$ cat src/rtl/kwmq_pkg.sv
// Shared types, constants and the ordering function for the k-way merge queue.
// No dependencies; the top level imports everything from here.
`timescale 1ns / 1ps

package kwmq_pkg;

  localparam int unsigned NUM_LISTS = 16;
  localparam int unsigned IDX_W     = (NUM_LISTS > 1) ? $clog2(NUM_LISTS) : 1;
  localparam int unsigned OCC_W     = $clog2(NUM_LISTS + 1);

  localparam logic       OP_PUSH = 1'b0;
  localparam logic       OP_POP  = 1'b1;

  localparam logic [1:0] ST_PUSHED     = 2'd0;
  localparam logic [1:0] ST_POPPED     = 2'd1;
  localparam logic [1:0] ST_EMPTY      = 2'd2;
  localparam logic [1:0] ST_FULL       = 2'd3;

  typedef struct packed {
    logic               opcode;
    logic signed [31:0] value;
    logic        [3:0]  list_id;
  } in_item_t;

  typedef struct packed {
    logic signed [31:0] value_out;
    logic        [3:0]  list_out;
    logic        [1:0]  status;
  } out_item_t;

  typedef struct packed {
    logic signed [31:0] value;
    logic        [3:0]  list_id;
  } entry_t;

  // smaller value first, lower list number on a tie
  function automatic logic entry_before(input entry_t a, input entry_t b);
    logic lt;
    logic eq;
    lt = $signed(a.value) < $signed(b.value);
    eq = a.value == b.value;
    return lt || (eq && (a.list_id < b.list_id));
  endfunction

endpackage

$ cat src/rtl/k_way_merge_min_queue.sv
// Min-priority queue of {value, list} entries for a k-way merge.
// Entries live in a synchronous RAM with one read and one write port; depends on kwmq_pkg.
`timescale 1ns / 1ps

//  channel | signals                          | moves
//  --------+----------------------------------+------------------------------
//  in      | in_valid_i, in_stall_o, in_item_i  | push or pop item
//  out     | out_valid_o, out_stall_i, out_item_o | one result item per input
//
//  Push, refused push and pop on empty: result registered at accept.
//  Pop: the RAM read port scans one entry a cycle to find the minimum,
//  then the last entry is written into the freed slot.
//  Reset clears occupancy and control only; RAM contents need no clearing.
//  A stalled output holds its item and stalls the input until it is taken;
//  a finished pop waits in the write-back state for the output to free up.

module k_way_merge_min_queue (
  input  logic                clk_i,
  input  logic                rst_ni,
  input  logic                in_valid_i,
  output logic                in_stall_o,
  input  kwmq_pkg::in_item_t  in_item_i,
  output logic                out_valid_o,
  input  logic                out_stall_i,
  output kwmq_pkg::out_item_t out_item_o
);
  import kwmq_pkg::*;

  typedef enum logic [2:0] {
    S_IDLE = 3'b001,
    S_SCAN = 3'b010,
    S_DONE = 3'b100
  } state_e;

  state_e             state_q, state_d;
  logic [OCC_W-1:0]   occ_q, occ_d;
  logic [IDX_W-1:0]   cnt_q, cnt_d;
  logic [IDX_W-1:0]   best_idx_q, best_idx_d;
  entry_t             best_q, best_d;
  entry_t             last_q, last_d;
  logic               out_valid_q, out_valid_d;
  out_item_t          out_item_q, out_item_d;

  entry_t             mem [NUM_LISTS];
  entry_t             rd_q;
  logic [IDX_W-1:0]   rd_addr;
  logic               wr_en;
  logic [IDX_W-1:0]   wr_addr;
  entry_t             wr_data;

  logic               can_load;
  logic               accept;
  logic               full;
  logic               scan_last;
  logic               take;

  assign can_load   = !out_valid_q || !out_stall_i;
  assign in_stall_o = (state_q != S_IDLE) || !can_load;
  assign accept     = in_valid_i && !in_stall_o;
  assign full       = occ_q >= OCC_W'(NUM_LISTS);
  assign scan_last  = {1'b0, cnt_q} == (occ_q - OCC_W'(1));
  assign take       = (cnt_q == '0) || entry_before(rd_q, best_q);

  always_ff @(posedge clk_i) begin
    if (wr_en) begin
      mem[wr_addr] <= wr_data;
    end
    rd_q <= mem[rd_addr];
  end

  always_comb begin
    state_d     = state_q;
    occ_d       = occ_q;
    cnt_d       = cnt_q;
    best_idx_d  = best_idx_q;
    best_d      = best_q;
    last_d      = last_q;
    out_valid_d = out_valid_q && out_stall_i;
    out_item_d  = out_item_q;
    rd_addr     = '0;
    wr_en       = 1'b0;
    wr_addr     = occ_q[IDX_W-1:0];
    wr_data     = '{value: in_item_i.value, list_id: in_item_i.list_id};

    unique case (state_q)
      S_IDLE: begin
        if (accept) begin
          out_item_d = '{value_out: '0, list_out: '0, status: ST_PUSHED};
          if (in_item_i.opcode == OP_PUSH) begin
            out_valid_d = 1'b1;
            if (full) begin
              out_item_d.status = ST_FULL;
            end else begin
              wr_en = 1'b1;
              occ_d = occ_q + OCC_W'(1);
            end
          end else if (occ_q == '0) begin
            out_valid_d       = 1'b1;
            out_item_d.status = ST_EMPTY;
          end else begin
            cnt_d   = '0;
            state_d = S_SCAN;
          end
        end
      end
      S_SCAN: begin
        rd_addr = cnt_q + IDX_W'(1);
        if (take) begin
          best_d     = rd_q;
          best_idx_d = cnt_q;
        end
        cnt_d = cnt_q + IDX_W'(1);
        if (scan_last) begin
          last_d  = rd_q;
          state_d = S_DONE;
        end
      end
      S_DONE: begin
        if (can_load) begin
          wr_en       = 1'b1;
          wr_addr     = best_idx_q;
          wr_data     = last_q;
          occ_d       = occ_q - OCC_W'(1);
          out_valid_d = 1'b1;
          out_item_d  = '{value_out: best_q.value, list_out: best_q.list_id,
                          status: ST_POPPED};
          state_d     = S_IDLE;
        end
      end
      default: begin
        state_d = S_IDLE;
      end
    endcase
  end

  always_ff @(posedge clk_i or negedge rst_ni) begin
    if (!rst_ni) begin
      state_q     <= S_IDLE;
      occ_q       <= '0;
      cnt_q       <= '0;
      out_valid_q <= 1'b0;
    end else begin
      state_q     <= state_d;
      occ_q       <= occ_d;
      cnt_q       <= cnt_d;
      out_valid_q <= out_valid_d;
    end
  end

  always_ff @(posedge clk_i) begin
    best_q     <= best_d;
    best_idx_q <= best_idx_d;
    last_q     <= last_d;
    out_item_q <= out_item_d;
  end

  assign out_valid_o = out_valid_q;
  assign out_item_o  = out_item_q;

  a_occ_bound: assert property (@(posedge clk_i) disable iff (!rst_ni)
    occ_q <= OCC_W'(NUM_LISTS))
    else $error("occupancy above capacity");

  a_scan_in_range: assert property (@(posedge clk_i) disable iff (!rst_ni)
    state_q == S_SCAN |-> {1'b0, cnt_q} < occ_q)
    else $error("scan index past occupancy");

  a_write_slot: assert property (@(posedge clk_i) disable iff (!rst_ni)
    wr_en |-> (state_q == S_DONE) || (state_q == S_IDLE && accept))
    else $error("RAM write outside push or pop write-back");

  a_pop_shrinks: assert property (@(posedge clk_i) disable iff (!rst_ni)
    state_q == S_DONE && can_load |=> occ_q == $past(occ_q) - OCC_W'(1))
    else $error("pop did not free one entry");

  a_pop_result: assert property (@(posedge clk_i) disable iff (!rst_ni)
    state_q == S_DONE && can_load |=> out_valid_q && out_item_q.status == ST_POPPED)
    else $error("pop result not presented");

endmodule

$ cat config.mk
export PLATFORM = sky130hd
export DESIGN_NAME = k_way_merge_min_queue
export DESIGN_NICKNAME = d
export VERILOG_FILES = /design/src/rtl/kwmq_pkg.sv /design/src/rtl/k_way_merge_min_queue.sv
export SDC_FILE = /design/constraint.sdc
export NUM_CORES = 1
export LEC_CHECK = 0
export ABC_AREA = 1
export BUFFER_PORTS_ARGS = -buffer_cell sky130_fd_sc_hd__buf_2
export CORE_ASPECT_RATIO = 1.5
export CORE_MARGIN = 8
export CORE_UTILIZATION = 62
export CTS_CLUSTER_DIAMETER = 150
export CTS_CLUSTER_SIZE = 10
export DETAILED_ROUTE_END_ITERATION = 16
export GPL_TIMING_DRIVEN = 0
export PLACE_DENSITY = 0.88
export REMOVE_ABC_BUFFERS = 1
export SETUP_SLACK_MARGIN = 0.2
export SYNTH_ARGS = -nofsm -noshare
export SYNTH_HDL_FRONTEND = slang
export SYNTH_SLANG_ARGS = --single-unit
$ cat constraint.sdc
create_clock -name clk_i -period 4.3 [get_ports clk_i]
set_input_delay 0.86 -clock clk_i [delete_from_list [all_inputs] [get_ports clk_i]]
set_output_delay 0.86 -clock clk_i [all_outputs]
set_load 0.005 [all_outputs]
==> impl_results.md, run 1 <==
* Final hold vios at 0
* CP Capture Type: register
* Clock Pin Slew Worst Setup and Hold Paths at 0.07 ns
* Final setup violation count at 0
* F_max at 0.233 GHz
* Antenna violations before repair at 0
* Largest net degree at the start of global routing at 119
* Clock network power share at 33.4%
* Initial drt markers at 4,061
* Post-Synthesis Cell Area at 29,600 sq um
* HPWL after detailed placement at 43,500 microns
* Hold_buf cts at 0
* Synthesis warning total at 0
* Buffers and inverters on the worst path at 3
* Worst-Margin Slew at 1.31 ns
* Synth Area per Inst at 13.0 sq um
* Sequential-to-total area share from yosys stat at 73.5%
* Worst Path Arrival at 4.60 ns
* Max FO, Critical Path at 46
* P&R area growth vs syn at 14.9%
* Delay-heaviest family, CP: simple AND/OR/NAND/NOR gates
* Die area at 55,200 sq um
* Dpl ws at -0.299 ns
* Top cells by area, synth: edfxtp_1, nor2_1, nand3_1
* Die Ht at 284 microns
* Distinct cells, synth at 39
* Maximum Capacitance Violations at 0
* Io pins at 81
* Residual DRC count at 0
* Power density over cell area at 579 nW/um^2
* Core Rows at 98
* Pins Over Slew Limit at 0
* Die W at 194 microns
* EDFF count, synth at 690
* Number of global-route vias before repair at 21.0k
* Crit share post-route at 99.9%
* Crit Path Class: register to register
* Yosys top cell area share at 70.0%
* I/O Buffers at 80
* CTS root buf: clkbuf_16
* Leakage at 0.0122 uW
* Routed len/inst at 28.6 microns
* Routed wire length at 87,300 microns
* Layout cell share with drive strength beyond 1 at 16.4%
* Internal power at 13,600 uW
* Reg power frac at 45.6%
* Fin Hold WS at 0.129 ns
* Htree depth at 3
* Critical path startpoint category: register
* Slowest Stage Delay on Critical Path at 0.72 ns
* Worst path cell trace: inv_1, nor3_4, nand2_4, nand2_1, o21ai_0, inv_1, nand3_1, nor2_4, buf_12
* Run status: completed
* Synth Register Bits at 739
* Nets at 2,466
* Comb power frac at 21.0%
* TritonCTS clock tree: yes
* Most common cell after layout, fill and taps aside: edfxtp_1
* GPL Wtd Cong at 0.780
* Slowest CP cell: nor2_4
* Synth area leader: edfxtp_1
* Starting density of the core at 62.4%
* Pwr Total at 19,700 uW
* Critical Path RT at 4.60 ns
* Commonest cells after routing, fill and taps aside: edfxtp_1, nor2_1, nand3_1
* Hold crit path type: primary input to asynchronous set/reset pin
* CTS Buf Count at 83
* Sw frac at 30.7%
* Net load switching power at 6050 uW
* DR pass1 iterations at 7
* Core Footprint at 47,500 sq um
* Post-synth ARST share at 1.76%
* Synth Instances at 2,284
* Overall Global Routing Usage at 30.1%
* Clk Latency, worst-skew pair at 0.63 ns
* Overflow after GRT at 0
* Slew margin rel. at 12.3%
* Max VDD drop at 0.349 mV
* First-pass GRT wire length at 125,000 microns
* DR vias at 21.1k
* N_diodes at 0
* Cell mode on critical path: inv_1
* Min cycle time layout at 4.30 ns
* Final worst slack at 0.00406 ns
* Final Skew at 0.0287 ns
* Post-synth top flop: edfxtp_1
* CTS max path bufs at 3
* Via density at 6.91
* Final antenna-violating net count at 0
* Sink Count at 739
==> registers in the layout, indices dropped and copies added (netlist names), 3 cells and up <==
signal and count:
out_item_o 38, cnt_q 4, mem 576, best_idx_q 4, rd_q 36, occ_q 5, best_q 36, state_q 3
last_q 36
==> per-layer routing <==
metal  global-route usage (%)  wire (microns)  up-vias  part of all wire, %
li1                         -               -     8429                    -
met1                     34.3           26500     9925                   30
met2                     48.7           41500     2212                   48
met3                     8.58           12700      523                   15
met4                     21.2            6610        0                  7.6
met5                        0               0        -                    0
==> timing repair <==
item,in CTS,in global routing
pin swaps,2,10
cloned,0,0
buffers inserted,5,18
gates resized for setup,1,0
setup endpoints to repair,546,176
==> final cells by class <==
class                      instances  area [sq um]
clock buffer                     148          2380
clock inverter                     4          53.8
fill                            2465         13400
inverter                          78           303
multi-input combinational       1342          7160
sequential                       739         21800
tap                              600           751
timing repair buffer             142          1590
==> final timing paths <==
kind                       cells past startpoint  slack (ns)                    from                      to
setup / recovery                               9       0.004  state_q[2]$_DFFE_PN0P_   mem[11][21]$_DFFE_PP_
hold / removal                                 1        0.13                  rst_ni    cnt_q[2]$_DFFE_PN0P_
setup reg to reg                               9       0.004  state_q[2]$_DFFE_PN0P_   mem[11][21]$_DFFE_PP_
max in group asynchronous                      1        3.86                  rst_ni  state_q[0]$_DFFE_PN1P_
min in group clk_i                             0        0.47        rd_q[17]$_DFF_P_    last_q[17]$_DFFE_PP_
hold reg to reg                                0        0.47        rd_q[17]$_DFF_P_    last_q[17]$_DFFE_PP_
==> synthesized netlist by cell type, types with 2 or more instances <==
| cell type | count |
|---|---|
| edfxtp_1 | 690 |
| nor2_1 | 359 |
| nand3_1 | 230 |
| nand2_1 | 214 |
| o21ai_0 | 154 |
| o211ai_1 | 136 |
| or2_2 | 125 |
| clkbuf_1 | 78 |
| inv_1 | 72 |
| ha_1 | 39 |
| dfxtp_1 | 36 |
| buf_2 | 20 |
| or2_1 | 20 |
| buf_1 | 18 |
| a21oi_1 | 15 |
| dfrtp_1 | 12 |
| o211ai_2 | 10 |
| o21ai_1 | 9 |
| xor2_1 | 8 |
| buf_6 | 6 |
| inv_2 | 4 |
| nand4_1 | 4 |
| xnor2_1 | 3 |
| buf_4 | 2 |
| clkinv_1 | 2 |
| nand2_2 | 2 |
| nor3_1 | 2 |
| nor3_4 | 2 |
| o21a_1 | 2 |
==> stage by stage <==
step                      std cells  utilization [%]  setup TNS, ns  cell area (sq um)
after floorplan                2159                -        -110.11              29100
after global placement         2839             63.7       -2422.13              30200
after detailed placement       2878             66.0         -36.60              31300
after CTS                      3035             71.3              0              33800
after global routing           3053             71.7         -0.514              34000
final                          3053             71.7              0              34000
==> worst reg2reg max path: cells and delay by family, from the launching register on <==
family                 cells  cell delay, ns
buffers and inverters      3            0.65
and+or+nand+nor            5            2.53
DFF                        1            0.44
AOI/OAI and AO/OA          1            0.32
==> power by group through the flow <==
| stage | sequential, uW | clock, uW | combinational, uW |
|---|---|---|---|
| 6_report | 8980 | 6580 | 4140 |
| 5_1_grt | 8990 | 6820 | 4390 |
| 4_1_cts | 8950 | 6480 | 3950 |
| 3_5_place_dp | 9070 | 0 | 3810 |
| 3_3_place_gp | 9220 | 0 | 3260 |
| 2_1_floorplan | 9030 | 0 | 2280 |
==> logic make-up (layout without fill, tap and decap cells) <==
| family | Yosys count | after routing | share of synthesized area [%] |
|---|---|---|---|
| compound gates | 331 | 331 | 7.08 |
| buf+inv | 203 | 372 | 2.84 |
| fa+ha+maj | 39 | 39 | 1.65 |
| flops | 739 | 739 | 73.5 |
| xor+xnor | 11 | 11 | 0.325 |
| simple gates | 961 | 961 | 14.6 |
(Power assumes the default switching activity.)
==> run 2, diff against run 1 <==
Settings changed: SETUP_SLACK_MARGIN 0.2 to unset.
==> run 2 against run 1 <==
First-iteration DRC count decreased by 11%. Register-to-register slack gained 0.04 ns. Final area decreased by 0.58%. Worst hold slack got worse by 0.0015 ns. Critical path type unchanged. Largest cell class unchanged.
==> impl_results.md, run 2 (synthesis results as in run 1) <==
* Clock network power share at 33.4% (about the same)
* I/O Buffers at 80 (unchanged)
* Comb power frac at 20.8% (was 21.0%)
* F_max at 0.235 GHz (was 0.233 GHz)
* Run status: completed (unchanged)
* Largest register by flop count: mem (unchanged)
* Pins Over Slew Limit at 0 (unchanged)
* DR pass1 iterations at 6 (was 7)
* Die W at 194 microns (unchanged)
* Final antenna-violating net count at 0 (unchanged)
* Die area at 55,200 sq um (unchanged)
* GPL Wtd Cong at 0.780 (unchanged)
* Critical path startpoint category: register (unchanged)
* Hold_buf cts at 0 (unchanged)
* Initial drt markers at 3,595 (was 4,061)
* Slew margin rel. at 11.1% (was 12.3%)
* CTS max path bufs at 3 (unchanged)
* Fin Hold WS at 0.127 ns (was 0.129 ns)
* Sink Count at 739 (unchanged)
* HPWL after detailed placement at 43,500 microns (unchanged)
* Overall Global Routing Usage at 30.1% (unchanged)
* Layout cell share with drive strength beyond 1 at 15.8% (was 16.4%)
* Most Crowded Layer GR: met2 (unchanged)
* Leakage at 0.0121 uW (was 0.0122 uW)
* Antenna violations before repair at 0 (unchanged)
* First-pass GRT wire length at 125,000 microns (unchanged)
* Core Rows at 98 (unchanged)
* Net load switching power at 5960 uW (was 6050 uW)
* Max FFs per register at 576 (unchanged)
* Final setup violation count at 0 (unchanged)
* Number of global-route vias before repair at 21.0k (unchanged)
* Routed len/inst at 28.0 microns (was 28.6 microns)
* Reg power frac at 45.8% (was 45.6%)
* Die Ht at 284 microns (unchanged)
* GR Util met3 at 8.58% (unchanged)
* Overflow after GRT at 0 (unchanged)
* Starting density of the core at 62.4% (unchanged)
* Crit Path Class: register to register (unchanged)
* CTS root buf: clkbuf_16 (unchanged)
* Most common cell after layout, fill and taps aside: edfxtp_1 (unchanged)
* CTS Buf Count at 83 (unchanged)
* CP Capture Type: register (unchanged)
* Dpl ws at -0.299 ns (unchanged)
* Final Skew at 0.0258 ns (was 0.0287 ns)
* Clock Pin Slew Worst Setup and Hold Paths at 0.07 ns (about the same)
* Internal power at 13,600 uW (about the same)
* Crit share post-route at 99.0% (was 99.9%)
* Critical Path RT at 4.61 ns (was 4.60 ns)
* Met2 Usage GRT at 48.7% (unchanged)
* Worst-Margin Slew at 1.33 ns (was 1.31 ns)
* Global routing usage on met1 at 34.3% (unchanged)
* TritonCTS clock tree: yes (unchanged)
* Htree depth at 3 (unchanged)
* Final hold vios at 0 (unchanged)
* Max VDD drop at 0.349 mV (about the same)
* Maximum Capacitance Violations at 0 (unchanged)
* Placed Area at 31,300 sq um (unchanged)
* Sw frac at 30.4% (was 30.7%)
* Via density at 6.82 (was 6.91)
* Final worst slack at 0.0424 ns (was 0.00406 ns)
* Max FO, Critical Path at 46 (unchanged)
* Cell area after layout at 33,800 sq um (was 34,000 sq um)
* Core Footprint at 47,500 sq um (unchanged)
* Unrepaired setup endpoints after global routing: no
* Clk Latency, worst-skew pair at 0.63 ns (about the same)
* Residual DRC count at 0 (unchanged)
* Io pins at 81 (unchanged)
* Worst Path Arrival at 4.57 ns (was 4.60 ns)
* Largest net degree at the start of global routing at 119 (unchanged)
* Commonest cells after routing, fill and taps aside: edfxtp_1, nor2_1, nand3_1 (unchanged)
* P&R area growth vs syn at 14.2% (was 14.9%)
* DR vias at 20.7k (was 21.1k)
* Power density over cell area at 579 nW/um^2 (about the same)
* Pwr Total at 19,600 uW (was 19,700 uW)
* N_diodes at 0 (unchanged)
* Routed wire length at 85,100 microns (was 87,300 microns)
* Nets at 2,448 (was 2,466)
* Min cycle time layout at 4.26 ns (was 4.30 ns)
* Hold crit path type: primary input to asynchronous set/reset pin (unchanged)
==> run 2: changes by cell type in the layout (fill, tap and decap cells not counted) <==
| cell | delta |
|---|---|
| buf_12 | -5 |
| buf_4 | -13 |
==> run 2: final cells by class <==
class,count,area [sq um]
Clock buffer,148,2380
Clock inverter,4,53.8
Fill cell,2516,13600
Inverter,78,303
Multi-Input combinational cell,1342,7160
Sequential cell,739,21800
Tap cell,600,751
Timing Repair Buffer,124,1400
==> run 2: path summary, 6_finish.rpt <==
path                       cells past startpoint  slack, ns                   start                     end
setup / recovery                               7       0.04  state_q[2]$_DFFE_PN0P_    mem[14][2]$_DFFE_PP_
max in group asynchronous                      1       3.86                  rst_ni  state_q[0]$_DFFE_PN1P_
setup reg to reg                               7       0.04  state_q[2]$_DFFE_PN0P_    mem[14][2]$_DFFE_PP_
hold / removal                                 1       0.13                  rst_ni    cnt_q[2]$_DFFE_PN0P_
min in group clk_i                             0       0.48        rd_q[17]$_DFF_P_    last_q[17]$_DFFE_PP_
hold reg to reg                                0       0.48        rd_q[17]$_DFF_P_    last_q[17]$_DFFE_PP_
==> run 2: power groups by stage <==
stage                     logic (uW)  registers, uW  clock network [uW]
after floorplan                 2280           9030                   0
after global placement          3260           9220                   0
after detailed placement        3810           9070                   0
after CTS                       3950           8950                6480
after global routing            4350           8990                6800
final                           4070           8970                6550
==> run 2: per-stage QoR <==
stage	TNS [ns]	utilization (%)	cells
detailed placement	-36.60	66.0	2878
floorplan	-110.11	-	2159
global route	0	71.3	3035
global placement	-2422.13	63.7	2839
finish	0	71.3	3035
CTS	0	71.3	3035
==> run 2: layer usage <==
| metal | vias to the layer above | part of all wire, % | wire, microns |
|---|---|---|---|
| met5 | - | 0 | 0 |
| met4 | 0 | 7.7 | 6580 |
| met3 | 501 | 14 | 11600 |
| met2 | 2077 | 48 | 40400 |
| met1 | 9719 | 31 | 26500 |
| li1 | 8401 | - | - |
==> run 2: timing repair <==
| item | in CTS | in global routing |
|---|---|---|
| setup endpoints to repair | 381 | 0 |
| buffers inserted | 5 | 0 |
| hold endpoints to repair | 0 | 0 |
| gates resized for setup | 1 | 0 |
==> run 2: critical path, stage by stage, from the launching register on <==
cell and delay (ns):
dfrtp_1 0.44, inv_1 0.13, nor3_4 0.44, nand2_4 0.56, nand2_1 0.61, nand3_1 0.53, nor2_4 0.89, buf_12 0.30
